==> src/design/rpn_pkg.sv <==
// package: types, codes and constants for the rpn stack calculator
package rpn_pkg;

   localparam int STACK_DEPTH = 16;
   localparam int CNT_W = $clog2(STACK_DEPTH + 1);

   typedef enum logic [3:0] {
      FN_PUSH = 4'd0,
      FN_READ = 4'd1,
      FN_ADD  = 4'd2,
      FN_SUB  = 4'd3,
      FN_MUL  = 4'd4,
      FN_DIV  = 4'd5,
      FN_XCHG = 4'd6,
      FN_SUM  = 4'd7,
      FN_AVG  = 4'd8
   } func_type;

   typedef enum logic [1:0] {
      ST_OK    = 2'd0,
      ST_UNDER = 2'd1,
      ST_OVER  = 2'd2,
      ST_DIV0  = 2'd3
   } status_type;

   typedef struct packed {
      logic [3:0]         func;
      logic signed [31:0] operand_value;
   } req_type;

   typedef struct packed {
      logic [1:0]         status;
      logic signed [31:0] top_value;
      logic [4:0]         stack_count;
   } rsp_type;

   // shift command to the row of stack cells
   typedef enum logic [1:0] {
      SH_HOLD = 2'd0,
      SH_PUSH = 2'd1,
      SH_POP  = 2'd2
   } shift_type;

   typedef struct packed {
      shift_type          shift;
      logic               ld_top;
      logic signed [31:0] top_data;
   } cell_ctl_type;

   typedef enum logic [2:0] {
      S_IDLE, S_MUL, S_SUM, S_DIV, S_FIN, S_RSP
   } state_type;

   // saturate a 34-bit signed value to 32 bits
   function automatic logic signed [31:0] sat34(input logic signed [33:0] v);
      logic signed [31:0] r;
      if (v > 34'sd2147483647) r = 32'sh7fffffff;
      else if (v < -34'sd2147483648) r = 32'sh80000000;
      else r = v[31:0];
      return r;
   endfunction

endpackage

==> src/design/rpn_cell.sv <==
// one stack cell: holds an entry, shifts toward deeper neighbor on push
module rpn_cell
   import rpn_pkg::*;
(
   input  logic               clock,
   input  cell_ctl_type       ctl,
   input  logic               is_top,
   input  logic signed [31:0] upper_data,
   input  logic signed [31:0] lower_data,
   output logic signed [31:0] data
);
   logic signed [31:0] data_ff, data_in;

   // cell index 0 is top; push moves data down, pop moves data up
   always_comb begin
      data_in = data_ff;
      case (ctl.shift)
         SH_PUSH: data_in = upper_data;
         SH_POP:  data_in = lower_data;
         default: data_in = data_ff;
      endcase
      if (is_top && ctl.ld_top) data_in = ctl.top_data;
   end

   always_ff @(posedge clock) begin
      data_ff <= data_in;
   end

   assign data = data_ff;
endmodule

==> src/design/rpn_stack_calculator.sv <==
// top level: rpn calculator with a shifting cell stack and iterative units
// push/read/add/sub/exchange, any underflow or divide by zero, and sum or
// average on at most one entry go straight to S_FIN and S_RSP; multiply passes
// S_MUL, divide S_DIV, sum S_SUM, and average S_SUM then S_DIV. the restoring
// divider makes one quotient bit per cycle, and the stack cells shift once per
// cycle during sum. one transaction at a time; the next request is taken in the
// cycle after the response is accepted. reset clears entry count and control; entries undefined.
module rpn_stack_calculator
   import rpn_pkg::*;
(
   input  logic    clock,
   input  logic    reset,
   input  logic    req_valid,
   output logic    req_ready,
   input  req_type req_data,
   output logic    rsp_valid,
   input  logic    rsp_ready,
   output rsp_type rsp_data
);
   state_type state_ff, state_in;
   logic [CNT_W-1:0] cnt_ff, cnt_in;
   logic [CNT_W-1:0] div_cnt_ff, div_cnt_in;
   logic [5:0] it_ff, it_in;
   func_type fn_ff, fn_in;
   logic [1:0] status_ff, status_in;
   logic signed [31:0] acc_ff, acc_in;
   logic signed [63:0] prod_ff, prod_in;
   logic [63:0] rem_ff, rem_in, quo_ff, quo_in;
   logic [63:0] dvs_ff, dvs_in;
   logic neg_ff, neg_in;
   rsp_type rsp_ff, rsp_in;
   cell_ctl_type ctl;
   logic signed [31:0] cell_q [STACK_DEPTH];
   logic signed [31:0] top_q, sec_q;
   logic req_fire;

   // row of cells, index 0 is top
   for (genvar g = 0; g < STACK_DEPTH; g++) begin : g_cell
      logic signed [31:0] up_d, lo_d;
      if (g == 0) begin : g_t
         assign up_d = ctl.top_data;
      end else begin : g_u
         assign up_d = cell_q[g-1];
      end
      if (g == STACK_DEPTH - 1) begin : g_b
         assign lo_d = cell_q[g];
      end else begin : g_l
         assign lo_d = cell_q[g+1];
      end
      rpn_cell u_cell (
         .clock(clock), .ctl(ctl), .is_top(g == 0),
         .upper_data(up_d), .lower_data(lo_d), .data(cell_q[g])
      );
   end

   assign top_q = cell_q[0];
   assign sec_q = cell_q[1];
   assign req_ready = (state_ff == S_IDLE);
   assign req_fire = req_valid && req_ready;
   assign rsp_valid = (state_ff == S_RSP);
   assign rsp_data = rsp_ff;

   // next state
   always_comb begin
      state_in = state_ff;
      case (state_ff)
         S_IDLE: begin
            if (req_fire) begin
               state_in = S_FIN;
               case (req_data.func)
                  FN_MUL: if (cnt_ff >= CNT_W'(2)) state_in = S_MUL;
                  FN_DIV: if (cnt_ff >= CNT_W'(2) && top_q != 0) state_in = S_DIV;
                  FN_SUM, FN_AVG: if (cnt_ff > CNT_W'(1)) state_in = S_SUM;
                  default: state_in = S_FIN;
               endcase
            end
         end
         S_MUL: state_in = S_FIN;
         S_SUM: if (cnt_ff == CNT_W'(1))
            state_in = (fn_ff == FN_AVG) ? S_DIV : S_FIN;
         S_DIV: if (it_ff == 6'd0) state_in = S_FIN;
         S_FIN: state_in = S_RSP;
         S_RSP: if (rsp_ready) state_in = S_IDLE;
         default: state_in = S_IDLE;
      endcase
   end

   // datapath and cell control
   always_comb begin
      logic signed [33:0] s34;
      logic [63:0] sub;
      logic signed [63:0] qs;
      logic signed [63:0] na;
      s34 = '0;
      sub = '0;
      qs = '0;
      na = '0;
      cnt_in = cnt_ff;
      div_cnt_in = div_cnt_ff;
      it_in = it_ff;
      fn_in = fn_ff;
      status_in = status_ff;
      acc_in = acc_ff;
      prod_in = prod_ff;
      rem_in = rem_ff;
      quo_in = quo_ff;
      dvs_in = dvs_ff;
      neg_in = neg_ff;
      rsp_in = rsp_ff;
      ctl = '{shift: SH_HOLD, ld_top: 1'b0, top_data: top_q};
      case (state_ff)
         S_IDLE: if (req_fire) begin
            fn_in = func_type'(req_data.func);
            status_in = ST_OK;
            case (req_data.func)
               FN_PUSH: begin
                  if (cnt_ff >= CNT_W'(STACK_DEPTH)) status_in = ST_OVER;
                  else begin
                     ctl.shift = SH_PUSH;
                     ctl.top_data = req_data.operand_value;
                     cnt_in = cnt_ff + CNT_W'(1);
                  end
               end
               FN_READ: if (cnt_ff == '0) status_in = ST_UNDER;
               FN_ADD, FN_SUB, FN_MUL, FN_DIV, FN_XCHG: begin
                  if (cnt_ff < CNT_W'(2)) status_in = ST_UNDER;
                  else if (req_data.func == FN_XCHG) begin
                     // drop the second entry under the top, keep it for the push back
                     ctl.shift = SH_POP;
                     ctl.ld_top = 1'b1;
                     ctl.top_data = top_q;
                     acc_in = sec_q;
                  end else if (req_data.func == FN_DIV && top_q == 0) begin
                     status_in = ST_DIV0;
                  end else if (req_data.func == FN_ADD) begin
                     s34 = 34'(sec_q) + 34'(top_q);
                     ctl.shift = SH_POP;
                     ctl.ld_top = 1'b1;
                     ctl.top_data = sat34(s34);
                     cnt_in = cnt_ff - CNT_W'(1);
                  end else if (req_data.func == FN_SUB) begin
                     s34 = 34'(sec_q) - 34'(top_q);
                     ctl.shift = SH_POP;
                     ctl.ld_top = 1'b1;
                     ctl.top_data = sat34(s34);
                     cnt_in = cnt_ff - CNT_W'(1);
                  end else if (req_data.func == FN_MUL) begin
                     prod_in = 64'(sec_q) * 64'(top_q);
                  end else begin
                     na = 64'(sec_q) <<< 16;
                     neg_in = na[63] ^ top_q[31];
                     rem_in = '0;
                     quo_in = na[63] ? 64'(-na) : 64'(na);
                     dvs_in = top_q[31] ? 64'(-64'(top_q)) : 64'(64'(top_q));
                     it_in = 6'd63;
                  end
               end
               FN_SUM, FN_AVG: begin
                  if (cnt_ff == '0) begin
                     if (req_data.func == FN_AVG) status_in = ST_UNDER;
                  end else begin
                     acc_in = top_q;
                     div_cnt_in = cnt_ff;
                  end
               end
               default: ;
            endcase
         end
         S_MUL: begin
            // arithmetic shift floors toward minus infinity
            qs = prod_ff >>> 16;
            if (qs > 64'sd2147483647) ctl.top_data = 32'sh7fffffff;
            else if (qs < -64'sd2147483648) ctl.top_data = 32'sh80000000;
            else ctl.top_data = qs[31:0];
            ctl.shift = SH_POP;
            ctl.ld_top = 1'b1;
            cnt_in = cnt_ff - CNT_W'(1);
         end
         S_SUM: begin
            // pop one entry per cycle, folding the next one into acc
            if (cnt_ff == CNT_W'(1)) begin
               ctl.ld_top = 1'b1;
               ctl.top_data = acc_ff;
               if (fn_ff == FN_AVG) begin
                  na = 64'(acc_ff);
                  neg_in = acc_ff[31];
                  rem_in = '0;
                  quo_in = na[63] ? 64'(-na) : 64'(na);
                  dvs_in = 64'(div_cnt_ff);
                  it_in = 6'd63;
               end
            end else begin
               s34 = 34'(sec_q) + 34'(acc_ff);
               acc_in = sat34(s34);
               ctl.shift = SH_POP;
               cnt_in = cnt_ff - CNT_W'(1);
            end
         end
         S_DIV: begin
            // restoring divider, one quotient bit per cycle
            sub = {rem_ff[62:0], quo_ff[63]};
            quo_in = {quo_ff[62:0], 1'b0};
            if (sub >= dvs_ff) begin
               sub = sub - dvs_ff;
               quo_in[0] = 1'b1;
            end
            rem_in = sub;
            it_in = it_ff - 6'd1;
            if (it_ff == 6'd0) begin
               qs = neg_ff ? -$signed(quo_in) : $signed(quo_in);
               if (qs > 64'sd2147483647) ctl.top_data = 32'sh7fffffff;
               else if (qs < -64'sd2147483648) ctl.top_data = 32'sh80000000;
               else ctl.top_data = qs[31:0];
               ctl.ld_top = 1'b1;
               if (fn_ff == FN_DIV) begin
                  ctl.shift = SH_POP;
                  cnt_in = cnt_ff - CNT_W'(1);
               end
            end
         end
         S_FIN: begin
            // exchange second half: old second goes back on top of old top
            if (fn_ff == FN_XCHG && status_ff == ST_OK) begin
               ctl.shift = SH_PUSH;
               ctl.top_data = acc_ff;
            end
         end
         default: ;
      endcase
      // response fields, top as it stands once this cycle's shift is done
      if (state_ff == S_FIN) begin
         rsp_in.status = status_ff;
         rsp_in.stack_count = 5'(cnt_ff);
         rsp_in.top_value = (cnt_ff == '0) ? '0 :
            ((fn_ff == FN_XCHG && status_ff == ST_OK) ? acc_ff : top_q);
      end
   end

   always_ff @(posedge clock) begin
      if (reset) begin
         state_ff <= S_IDLE;
         cnt_ff <= '0;
      end else begin
         state_ff <= state_in;
         cnt_ff <= cnt_in;
      end
      div_cnt_ff <= div_cnt_in;
      it_ff <= it_in;
      fn_ff <= fn_in;
      status_ff <= status_in;
      acc_ff <= acc_in;
      prod_ff <= prod_in;
      rem_ff <= rem_in;
      quo_ff <= quo_in;
      dvs_ff <= dvs_in;
      neg_ff <= neg_in;
      rsp_ff <= rsp_in;
   end

   // assertions
   a_cnt_max: assert property (@(posedge clock) disable iff (reset)
      cnt_ff <= CNT_W'(STACK_DEPTH))
      else $error("count beyond depth");
   a_one_busy: assert property (@(posedge clock) disable iff (reset)
      rsp_valid |-> !req_ready)
      else $error("ready while response pending");
   a_rsp_hold: assert property (@(posedge clock) disable iff (reset)
      rsp_valid && !rsp_ready |=> rsp_valid && $stable(rsp_data))
      else $error("response dropped");
endmodule
==> config.mk <==
export PLATFORM = sky130hd
export DESIGN_NAME = rpn_stack_calculator
export DESIGN_NICKNAME = d
export VERILOG_FILES = /design/src/design/rpn_pkg.sv /design/src/design/rpn_cell.sv /design/src/design/rpn_stack_calculator.sv
export SDC_FILE = /design/constraint.sdc
export NUM_CORES = 2
export LEC_CHECK = 0
export ABC_AREA = 1
export BUFFER_PORTS_ARGS = -buffer_cell sky130_fd_sc_hd__buf_2
export CAP_MARGIN = 20
export CORE_ASPECT_RATIO = 1.4
export CORE_MARGIN = 5
export CORE_UTILIZATION = 50
export DETAILED_ROUTE_END_ITERATION = 10
export PLACE_DENSITY = 0.68
export SYNTH_ARGS = -nofsm -noshare
export SYNTH_HDL_FRONTEND = slang
export SYNTH_SLANG_ARGS = --single-unit
==> constraint.sdc <==
create_clock -name clock -period 13.8 [get_ports clock]
set_input_delay 1.38 -clock clock [delete_from_list [all_inputs] [get_ports clock]]
set_output_delay 1.38 -clock clock [all_outputs]
set_load 0.02 [all_outputs]
Word-level counts from Yosys, hierarchy flattened. Index checks and enable logic that the tools add are counted.

Add/subtract/negate cells: 11. Multipliers: 1. Divide/modulo/power cells: 0. $lt $le $gt $ge: 15. Eq/ne operators: 42. Shifts and indexed selects: 0. Multiplexer cells: 145. Bitwise logic cells: 7. Reduce and logical (&&, ||, !) cells: 26.

Operators by type and width (count): 64-bit two-way mux (24); 32-bit case mux with 2 select lines (18); 63-bit two-way mux (11); 32-bit two-way mux (18); 35-bit two-way mux (7); 64-bit case mux with 3 select lines (1); 63-bit case mux with 3 select lines (1); 32-bit case mux with 5 select lines (1); 32-bit negator with 64-bit output (2); 64-bit case mux with 2 select lines (1); 33-bit by 32-bit > comparator with 1-bit output, second input constant (3); 33-bit by 32-bit < comparator with 1-bit output, second input constant (3); 32-bit by 32-bit adder with 33-bit output (2); 64-bit >= comparator (1); 64-bit by 32-bit > comparator with 1-bit output, second input constant (1); 64-bit by 32-bit < comparator with 1-bit output, second input constant (1); 32-bit by 32-bit multiplier with 64-bit output (1); 48-bit negator with 64-bit output (1); 64-bit negator (1); 63-bit subtractor (1); 6-bit two-way mux (10); 5-bit two-way mux (10); 48-bit by 32-bit > comparator with 1-bit output, second input constant (1); 48-bit by 32-bit < comparator with 1-bit output, second input constant (1); 57 further kinds (126).

Register bits after elaboration: 864. Bits in latches: 0. Memory bits (writable): 0. Bits in read-only memories: 0. Input bits: 40. Output and inout bits: 41. Logic and storage cells: 278. Memories: 0.

Depth between registers and ports, before layout.
Depth after elaboration: 15. Mapped depth: 41. Mapped depth without buffers: 40.

By module. From an unflattened synthesis, not the netlist that was laid out.

Cell total of the unflattened synthesis: 13395. Area, all modules: 100995.6 µm².

By module, submodules not included: rpn_stack_calculator (instances 1, cells an instance 8947, area an instance 67743.7 µm², seq. area each 10009.6 µm²); rpn_cell (instances 16, cells an instance 278, area an instance 2078.2 µm², seq. area each 960.9 µm²).

Worst setup path after synthesis. OpenSTA, ideal clock, no wires.

Kind: register to register. Start: register state_ff[0]. End: register g_cell[10].u_cell.data_ff[0] (enable). Library setup time: 0.797 ns. Arrival: 12.082 ns. Data required time: 13.003 ns. Setup slack: 0.921 ns. Stages on the path, launching flop included: 10. Path buffers: 1. Clock period less this slack: 12.879 ns. Cells stage by stage: dfxtp_1 > nor2_1 > inv_1 > nor2_1 > inv_1 > buf_1 > o22ai_1 > inv_1 > ha_1 > inv_1.

Word-level cells in the longest chain between the ends: 6. Elaborated cells between the ends (all ways): 11. Those cells by class: 6 x eq/ne; 2 x mux; 3 x reduce/logical.

RTL lines: from (decl) (RTL line rpn_stack_calculator.sv:20) `state_type state_ff, state_in;`; from (signal assigned) (RTL line rpn_stack_calculator.sv:244) `state_ff <= state_in;`; 3-bit logical NOT (RTL line rpn_stack_calculator.sv:58, rpn_stack_calculator.sv:111); 1-bit logical AND (RTL line rpn_stack_calculator.sv:59) `assign req_fire = req_valid && req_ready;`; 35-bit two-way mux (RTL line rpn_stack_calculator.sv:112) `S_IDLE: if (req_fire) begin`; 2-bit case mux with 5 select lines (*) (RTL line rpn_stack_calculator.sv:111) `case (state_ff)`; 2-bit by 1-bit equality test with 1-bit output / 2-bit equality test (equally long branches) (RTL line rpn_cell.sv:17) `case (ctl.shift)`; 2-bit nonzero test (no source line) (*); to (signal assigned) (RTL line rpn_cell.sv:26) `data_ff <= data_in;`; to (decl) (RTL line rpn_cell.sv:12) `logic signed [31:0] data_ff, data_in;`.

Every way passes the cells marked *; elsewhere a longest branch is shown, timed or not. A chain may end at the register's enable or synchronous reset.

Final worst setup path.
Start: register g_cell[1].u_cell.data_ff[31]. End: register prod_ff[54], data pin.

Word-level cells in the longest chain between the ends: 1.

RTL lines: from (decl) (RTL line rpn_cell.sv:12); from (signal assigned) (RTL line rpn_cell.sv:26); 32-bit by 32-bit multiplier with 64-bit output (RTL line rpn_stack_calculator.sv:148) `prod_in = 64'(sec_q) * 64'(top_q);`; to (signal assigned) (RTL line rpn_stack_calculator.sv:252) `prod_ff <= prod_in;`; to (decl) (RTL line rpn_stack_calculator.sv:27) `logic signed [63:0] prod_ff, prod_in;`.

No other way between the ends.

==> run summary <==
The post-synthesis cell type with the largest combined area is sky130_fd_sc_hd__edfxtp_1. Yosys printed 0 warnings. The biggest fanout along the worst timing path came out at 57. The worst-case hold path end point is g_cell[15].u_cell.data[19]. The number of antenna violations at the first check in global routing came to 13.

The setup slack on the worst flop-to-flop path came out at 4.73 ns. In this run, post-CTS hold repair placed 0 buffers. In this run the remaining antenna-violating nets after routing total 0. The top cell types in the final layout, fill and taps aside, are sky130_fd_sc_hd__nand2_1, sky130_fd_sc_hd__inv_1, sky130_fd_sc_hd__fa_1.

The floorplan has 183 rows. Measured in cells, the most critical reg-to-reg path has a length of 21. Global routing used 32.6% of the available tracks across all layers. The area taken by multi-input logic gates came out at 53700 µm². The number of gates resized after cts is 0.

Based on the critical path, the design can be clocked at up to 110 MHz. The hold violation count in the final report came out at 0. The worst hold path passes through 0 cells.

The length of the first detailed-routing pass in iterations came out at 9. The later pin in the worst-skew pair is clocked with a latency of 0.77 ns. The number of global-route vias before repair is 76000. The final cell utilization of the core is 53.4%. The routability-driven placement congestion ratio is 1.06. The number of post-CTS setup repair buffers came out at 0.

The number of maximum-capacitance constraint violations is 0. Summing over every cut layer, the via total after detailed routing is 75500. Among all flip-flop cells after synthesis, the most frequent one is sky130_fd_sc_hd__edfxtp_1. The top-level port count came out at 81. The critical path in this run is classified as flip-flop to flip-flop. The post-synthesis register bit count came out at 848. The initial utilization of the core area, before any placement, comes to 50.2%.

In the post-synthesis netlist, the biggest area contributors are sky130_fd_sc_hd__edfxtp_1, sky130_fd_sc_hd__fa_1, sky130_fd_sc_hd__nand2_1, sky130_fd_sc_hd__inv_1, sky130_fd_sc_hd__ha_1. The clock net in this run drives a total of 848 sinks. The final-report setup violation count came out at 0. The hold path startpoint is g_cell[14].u_cell.data[19].

Timing analysis after detailed placement gives a worst setup slack of 4.78 ns. The number of flops mapped to enable cells by yosys came out at 840. The post-synthesis average cell area came out at 8.11 µm². The path class of the tightest hold or removal check is flip-flop to flip-flop.

The remaining design rule violation count is 0. The first routing iteration left 8733 violations. After clock tree synthesis, the clock-pin slew on the worst setup and hold paths is 0.06 ns.

The sum of negative setup slack came out at 0 ns. The global-route wire length before repair is 461000 µm. The number of CTS-inserted buffers is 91. The async set-reset flop share out of synthesis is 0%. The type of origin of the critical path is a flip-flop. The period utilization came out at 65.7%. The horizontal extent of the die came out at 366 µm. In this run, distinct cell masters in the synthesized netlist total 66. The count of final max-slew check failures came out at 0.

The measured slew at the worst slew-check pin came out at 1.33 ns. The post-route non-filler standard cell count is 13200. The share of synthesized area in the top cell type comes to 28.4%.

The register area came out at 25400 µm². The required time of the worst setup path is 14.23 ns. The sequential element share of the synthesized area came out at 28.5%. The capture point of the worst reg-to-reg path is prod_ff[54].

The run finished with clean final reports. The most frequent standard cell in the layout excluding fill and tap cells is sky130_fd_sc_hd__nand2_1. The worst clock skew came out at 0.0552 ns.

Compared with the post-synthesis result, the final layout area differs by 6.33%. The combined area of all synthesized cells is 88900 µm². The routed via count divided by cell count is 5.73. The filler cell count is 16700. The largest net degree at the start of global routing is 189. Summed over all layers, the global routing overflow is 0. The post-route worst setup slack is 4.73 ns. For this block, the routed nets add up to 308000 µm of wire. The chip height is 509 µm. After the last flow step, the layout net total stands at 12300. The number of input and output port buffers inserted came out at 80.

The fraction of layout cells with a size suffix above 1 is 4.09%. The worst path arrival time is 9.51 ns. The final routed wire length divided by cell count came out at 23.4 µm.

The origin of the critical flop-to-flop path is g_cell[1].u_cell.data[31]. The number of cells in the design after placement came out at 13000. The clock tree buffer depth is 3. The root buffer cell chosen for the clock tree is sky130_fd_sc_hd__clkbuf_16. The post-route minimum period came out at 9.07 ns. The type of destination of the critical path is a flip-flop. Setup repair after global routing left no endpoint under its margin. The worst pin sits at a relative slew slack of 11.2%. The detailed placer's ending HPWL came out at 234000 µm. TritonCTS built the clock tree. The floorplan step defined a die boundary enclosing 187000 µm². The total core area is 177000 µm².

Counting every instance in the synthesized netlist gives 11000. CTS built an H-tree with a depth of 3.
## registers in the layout, summed over array words and instances, names as in the netlist
name and flops:
quo_ff 64, prod_ff 48, rsp_data 39, neg_ff 1, state_ff 3, dvs_ff 64
fn_ff 4, div_cnt_ff 5, cnt_ff 5, rem_ff 63, it_ff 6, g_cell.u_cell.data 512
acc_ff 32, status_ff 2
## final cells by class
type / count / share of cell area [%]
clock inverter: 57 / 0.697
tap: 2312 / 3.06
clock buffer: 109 / 2.51
sequential: 848 / 26.8
multi-input combinational: 7502 / 56.8
antenna: 5 / 0.0132
timing repair buffer: 223 / 1.64
inverter: 2116 / 8.42
## synth_stat cells, types with 17 or more instances
cell                       number
sky130_fd_sc_hd__buf_2         44
sky130_fd_sc_hd__clkbuf_1     397
sky130_fd_sc_hd__nor2_1       582
sky130_fd_sc_hd__o211ai_1      41
sky130_fd_sc_hd__edfxtp_1     840
sky130_fd_sc_hd__a22oi_1       65
sky130_fd_sc_hd__nand3_1      243
sky130_fd_sc_hd__xnor2_1       86
sky130_fd_sc_hd__o21bai_1      17
sky130_fd_sc_hd__clkinv_1      24
sky130_fd_sc_hd__nor4_1        45
sky130_fd_sc_hd__a31oi_1       52
sky130_fd_sc_hd__o21a_1        22
sky130_fd_sc_hd__nand2_1     3330
sky130_fd_sc_hd__o22ai_1       22
sky130_fd_sc_hd__nand4_1       86
sky130_fd_sc_hd__xor2_1       164
sky130_fd_sc_hd__o21ai_0      543
sky130_fd_sc_hd__a21oi_1      462
sky130_fd_sc_hd__buf_1         75
sky130_fd_sc_hd__fa_1        1085
sky130_fd_sc_hd__inv_1       2078
sky130_fd_sc_hd__nor3_1        79
sky130_fd_sc_hd__o21ai_1       26
sky130_fd_sc_hd__ha_1         353
## metrics by stage
step / area (µm²) / hold WS, ns
6_report: 94600 / 0.438
5_1_grt: 94500 / 0.463
4_1_cts: 94500 / 0.445
3_5_place_dp: 91400 / 0.436
3_3_place_gp: 91400 / 0.431
2_1_floorplan: 89000 / 0.427
## worst max-delay path, cell delays in order (launching register included)
cell                       delay, ns
sky130_fd_sc_hd__edfxtp_1       0.85
sky130_fd_sc_hd__buf_4          0.74
sky130_fd_sc_hd__nand2_1        0.10
sky130_fd_sc_hd__inv_1          0.15
sky130_fd_sc_hd__fa_1           0.58
sky130_fd_sc_hd__fa_1           0.66
sky130_fd_sc_hd__fa_1           1.04
sky130_fd_sc_hd__inv_1          0.13
sky130_fd_sc_hd__fa_1           0.49
sky130_fd_sc_hd__fa_1           0.57
sky130_fd_sc_hd__fa_1           0.43
sky130_fd_sc_hd__fa_1           0.47
sky130_fd_sc_hd__fa_1           0.52
sky130_fd_sc_hd__inv_1          0.04
sky130_fd_sc_hd__ha_1           0.37
sky130_fd_sc_hd__nand2_1        0.14
sky130_fd_sc_hd__nor2_1         0.12
sky130_fd_sc_hd__inv_1          0.07
sky130_fd_sc_hd__nor2_1         0.21
sky130_fd_sc_hd__inv_1          0.11
sky130_fd_sc_hd__o311ai_0       0.78
sky130_fd_sc_hd__xor2_1         0.17
## kinds of logic after synthesis
logic type      Yosys count  share of synthesized area [%]
simple gates           4424                           19.8
fa+ha+maj              1438                           29.4
buf+inv                2642                           11.3
other cells               1                        0.00422
compound gates         1359                           8.58
xor+xnor                250                           2.46
flops                   848                           28.5
## per-layer routing
metal | GRT usage (%) | vias to the layer above | wire [µm]
met5 | 0 | - | 39
met1 | 39.0 | 37000 | 111000
met4 | 23.3 | 6 | 27400
met2 | 52.9 | 3856 | 142000
li1 | - | 33600 | -
met3 | 6.72 | 1089 | 27700
## worst max path at each step
stage                         startpoint  depth (start not counted)                        end  slack, ns
6_report       g_cell[1].u_cell.data[31]                         21                prod_ff[54]       4.73
5_1_grt        g_cell[1].u_cell.data[31]                         21                prod_ff[54]       4.35
4_1_cts        g_cell[1].u_cell.data[31]                         21                prod_ff[54]       4.77
3_5_place_dp   g_cell[1].u_cell.data[31]                         21                prod_ff[54]       4.78
3_3_place_gp   g_cell[1].u_cell.data[31]                         21                prod_ff[54]       4.85
2_1_floorplan                state_ff[0]                          9  g_cell[10].u_cell.data[0]       0.92
Power is not shown: default switching activity piles up to over one toggle a cycle in this logic, so the estimate is an artifact.
